## src/rtl/tcsl_ram.sv

```systemverilog
// Generic single write port, single read port RAM with registered read.
// No dependencies.
`default_nettype none

module tcsl_ram #(
    parameter int WIDTH = 64,
    parameter int DEPTH = 64
) (
    input  wire logic                     i_clk,
    input  wire logic                     i_we,
    input  wire logic [$clog2(DEPTH)-1:0] i_waddr,
    input  wire logic [WIDTH-1:0]         i_wdata,
    input  wire logic [$clog2(DEPTH)-1:0] i_raddr,
    output logic      [WIDTH-1:0]         o_rdata
);

    logic [WIDTH-1:0] r_mem [DEPTH];

    // Write and registered read
    always_ff @(posedge i_clk) begin
        if (i_we) begin
            r_mem[i_waddr] <= i_wdata;
        end
        o_rdata <= r_mem[i_raddr];
    end

endmodule

`default_nettype wire
```

## config.mk

```make
export PLATFORM = sky130hd
export DESIGN_NAME = tcsl_ram
export DESIGN_NICKNAME = d
export VERILOG_FILES = /design/src/rtl/tcsl_ram.sv
export SDC_FILE = /design/constraint.sdc
export NUM_CORES = 2
export LEC_CHECK = 0
export BUFFER_PORTS_ARGS = -buffer_cell sky130_fd_sc_hd__buf_2
export CAP_MARGIN = 15
export CORE_UTILIZATION = 35
export CTS_BUF_LIST = sky130_fd_sc_hd__clkbuf_8
export DETAILED_ROUTE_END_ITERATION = 7
export SLEW_MARGIN = 20
export SYNTH_ARGS = -nofsm -noshare
export SYNTH_HDL_FRONTEND = slang
export SYNTH_SLANG_ARGS = --single-unit
```

## constraint.sdc

```tcl
create_clock -name i_clk -period 8.22 [get_ports i_clk]
set_input_delay 1.233 -clock i_clk [delete_from_list [all_inputs] [get_ports i_clk]]
set_output_delay 1.233 -clock i_clk [all_outputs]
set_load 0.05 [all_outputs]
```

* Word-level counts from Yosys, hierarchy flattened *
Memories as Yosys holds them, arrays and structs flattened. A register that Yosys moved wholly into a read port is not among the register bits.
Index checks and enable logic that the tools add are counted.

storage, ports and cells
  flip-flop bits (word level) = 0
  memory bits (writable) = 4096
  bits of input ports = 78
  output and inout port bits = 64
  logic and storage cells = 3
  memories kept = 1

memories
  memory  words  width  rd ports  clocked after memory_dff  write ports  line  source
  r_mem   64     64     1         1                         1            17    logic [WIDTH-1:0] r_mem [DEPTH];

cells by class
  mux-type cells = 2

operators with widths
  kind               number
  two-way mux 1 bit  2

* Longest topological paths before layout *
  depth in word-level cells = 2
  mapped depth = 9
  gate-level depth less buffers = 5

* Worst setup path before layout *
No wires, ideal clock.

  path type = input to register
  start = input port i_waddr[3]
  end = memory r_mem[48][0], enable pin
  library setup time = 0.564 ns
  arrival time = 6.105 ns
  data required time = 7.656 ns
  path slack = 1.551 ns
  stages = 4
  cell sequence = clkbuf_1 nor2b_1 nand4b_1 nor3_1

RTL lines
  item                line  source
  start: declaration  11    input wire logic [$clog2(DEPTH)-1:0] i_waddr,
  end: declaration    17

Straight into the memory's write port.

==> flow_metrics.env <==
export IMPL_slowest_delay_ps=1010
export IMPL_regToRegSetupSlack_ps=5720
export IMPL_grt_pass1_vias=78200
export IMPL_ir_worst_vdd_mv=0.171
export IMPL_min_from="i_wdata[47]"
export IMPL_fin_skew_ps=72.0
export IMPL_cts_tree="built"
export IMPL_path_cells="buf_2 -> nor2b_4 -> buf_4 -> a22oi_1 -> and3_1 -> a211oi_1"
export IMPL_p_int_uw=32300
export IMPL_row_count=245
export IMPL_cts_root_buf="clkbuf_8"
export IMPL_die_y_um=670
export IMPL_finalSetupViolations=0
export IMPL_finalNetCount=7319
export IMPL_grt_antenna_before_repair=51
export IMPL_tns_ps=0
export IMPL_switching_share=0.229
export IMPL_io_buffers=141
export IMPL_cp_data_required_time_ps=9180
export IMPL_drc_errors=0
export IMPL_drive_gt1_frac=0.295
export IMPL_cts_repair_resized=0
export IMPL_cts_reportedPaths_clkPinSlew_ps=60
export IMPL_synthArstFlopShare=0
export IMPL_grt_max_degree=99
export IMPL_first_pass_iters=5
export IMPL_gp_routability_congestion=0.800
export IMPL_grt_pass1_wl_um=617000
export IMPL_p_clk_frac=0.383
export IMPL_via_count=76400
export IMPL_post_dp_cell_area_sq_um=165000
export IMPL_r2r_start="r_mem[11][44]$_DFFE_PP_"
export IMPL_r2r_end="o_rdata[44]$_DFF_P_"
export IMPL_synth_edff_count=4096
export IMPL_setup_ws_ps=4530
export IMPL_power_switching_uw=9620
export IMPL_status="finished with violations"
export IMPL_synth_ff_type="edfxtp_1"
export IMPL_end_kind="flip-flop"
export IMPL_ys_seq_elements=4160
export IMPL_yosysSeqAreaShare=0.795
export IMPL_die_area_sq_um=449000
export IMPL_multiInputGateArea_sq_um=30800
export IMPL_synth_cells=6598
export IMPL_ff_latch_area_sq_um=124000
export IMPL_cp_startpoint="i_raddr[3]"
export IMPL_cts_sinks=4160
export IMPL_period_share=0.449
export IMPL_syn_to_final_growth_pct=13.5
export IMPL_nFillCells=39000
export IMPL_drtIter0Drc=9968
export IMPL_clk_latency_ps=1190
export IMPL_io_pins=142
export IMPL_grt_overflow=0
export IMPL_ys_types=33
export IMPL_drtAntennaViolNets=1
export IMPL_p_leak_uw=0.0554
export IMPL_crit_slowest_cell="nor2b_4"
export IMPL_max_freq_mhz=271
export IMPL_finalWirelength_um=446000
export IMPL_comb_power_share=0.053
export IMPL_viasPerCell=5.57
export IMPL_wire_per_inst_um=32.6
export IMPL_worstHoldPathType="input port to flip-flop"
export IMPL_reg2reg_depth=5
export IMPL_endpoint="o_rdata[3]$_DFF_P_"
export IMPL_yosys_warnings=0
export IMPL_most_common_layout_cells="4,096 x edfxtp_1, 1,024 x mux4_2, 690 x clkbuf_8"
export IMPL_violations="antenna violations"
export IMPL_track_usage=0.194
export IMPL_post_dp_hpwl_um=240000
export IMPL_worst_pin_slew_ps=1140
export IMPL_worstSetupPathType="input port to flip-flop"
export IMPL_maxSlewViolCount=0
export IMPL_finalPower_uw=41900
export IMPL_syn_area_sq_um=156000
export IMPL_syn_nets=6676
export IMPL_slew_headroom=0.239
export IMPL_core_sq_um=445000
export IMPL_hold_violations=0
export IMPL_pre_cts_ws_ps=3410
export IMPL_cts_buffer_depth=4
export IMPL_cts_hold_buf=0
export IMPL_cap_violations=0
export IMPL_postSynthAreaPerCell_sq_um=23.7
export IMPL_die_width_um=670
export IMPL_postCtsSetupBuffers=0
export IMPL_fin_area_sq_um=177000
export IMPL_layout_min_cycle_time_ps=3690
export IMPL_p_seq_frac=0.564
export IMPL_cts_buffers=646
export IMPL_crit_fanout=21
export IMPL_h_tree_depth=6
export IMPL_start_kind="input port"
export IMPL_crit_arrival_ps=4660
export IMPL_final_common_cell="edfxtp_1"
export IMPL_rsz0062_at_grt="false"
export IMPL_start_util=0.351
export IMPL_powerDensity_nw_per_um2=236
[final cells by class]
class / instances / share of cell area
Antenna cell: 26 / 0.000367
Clock buffer: 690 / 0.0535
Clock inverter: 468 / 0.0130
Inverter: 19 / 0.000402
Multi-Input combinational cell: 2049 / 0.174
Sequential cell: 4160 / 0.701
Tap cell: 5928 / 0.0418
Timing Repair Buffer: 365 / 0.0167
[worst max-delay path, delay by kind of cell]
family	cells	cell delay, ps
buf+inv	2	960
compound gates	2	1090
simple gates	2	1280
[flip-flops by register name, indices dropped and copies added, names as in the netlist]
register and flops:
o_rdata 64, r_mem 4096
[power by group through the flow]
stage / logic, uW / clock network, uW / registers, uW
floorplan: 1090 / 0 / 24100
global placement: 2180 / 0 / 24100
detailed placement: 2220 / 0 / 24100
CTS: 2220 / 16400 / 23700
global route: 2320 / 17200 / 23600
finish: 2210 / 16100 / 23600
[cells by family after synthesis]
family	count (synthesis)	share of synthesized area
multiplexers	1159	0.156
buffers and inverters	389	0.0118
AND/OR/NAND/NOR	386	0.0124
AO/OA/AOI/OAI	504	0.0248
flip-flops	4160	0.795
[per-stage QoR]
stage	util	hold WS [ps]	instances
2_1_floorplan	-	788	6598
4_1_cts	0.398	562	13700
3_5_place_dp	0.372	824	12500
5_1_grt	0.398	388	13700
6_report	0.399	457	13700
3_3_place_gp	0.371	827	12500
[routing by layer]
metal / part of all wire / global-route usage / vias to the layer above
li1: - / - / 29900
met1: 0.39 / 0.259 / 41900
met2: 0.50 / 0.329 / 3869
met3: 0.078 / 0.0304 / 674
met4: 0.027 / 0.0562 / 10
met5: 0.00014 / 0 / -
[cells in the mapped netlist, types with 3 or more instances]
master	count	area, sq um
inv_1	19	71.3
or2_2	28	175
or3_1	29	181
and2_1	3	18.8
nand2b_1	11	68.8
buf_2	170	851
nor2_1	112	420
a31oi_1	18	113
edfxtp_1	4096	123000
dfxtp_1	64	1280
a2bb2oi_1	19	166
and3_1	64	400
buf_4	34	255
nor2b_1	28	175
a22o_1	88	771
a22oi_1	168	1260
clkbuf_1	140	526
a211oi_1	63	473
nand2_1	58	218
buf_1	20	75.1
mux4_2	1024	23100
o221ai_1	38	333
nand3_1	45	225
mux2i_1	135	1350
o22ai_1	83	519
a41oi_1	26	228
buf_6	6	67.6
[worst min path at each step]
stage | endpoint | depth (start not counted)
after floorplan | o_rdata[61]$_DFF_P_ | 4
after global placement | o_rdata[28]$_DFF_P_ | 4
after detailed placement | o_rdata[46]$_DFF_P_ | 4
after CTS | r_mem[7][28]$_DFFE_PP_ | 1
after global routing | r_mem[21][47]$_DFFE_PP_ | 1
final | r_mem[23][47]$_DFFE_PP_ | 1
Note: power is estimated with default switching activity, not from simulation.
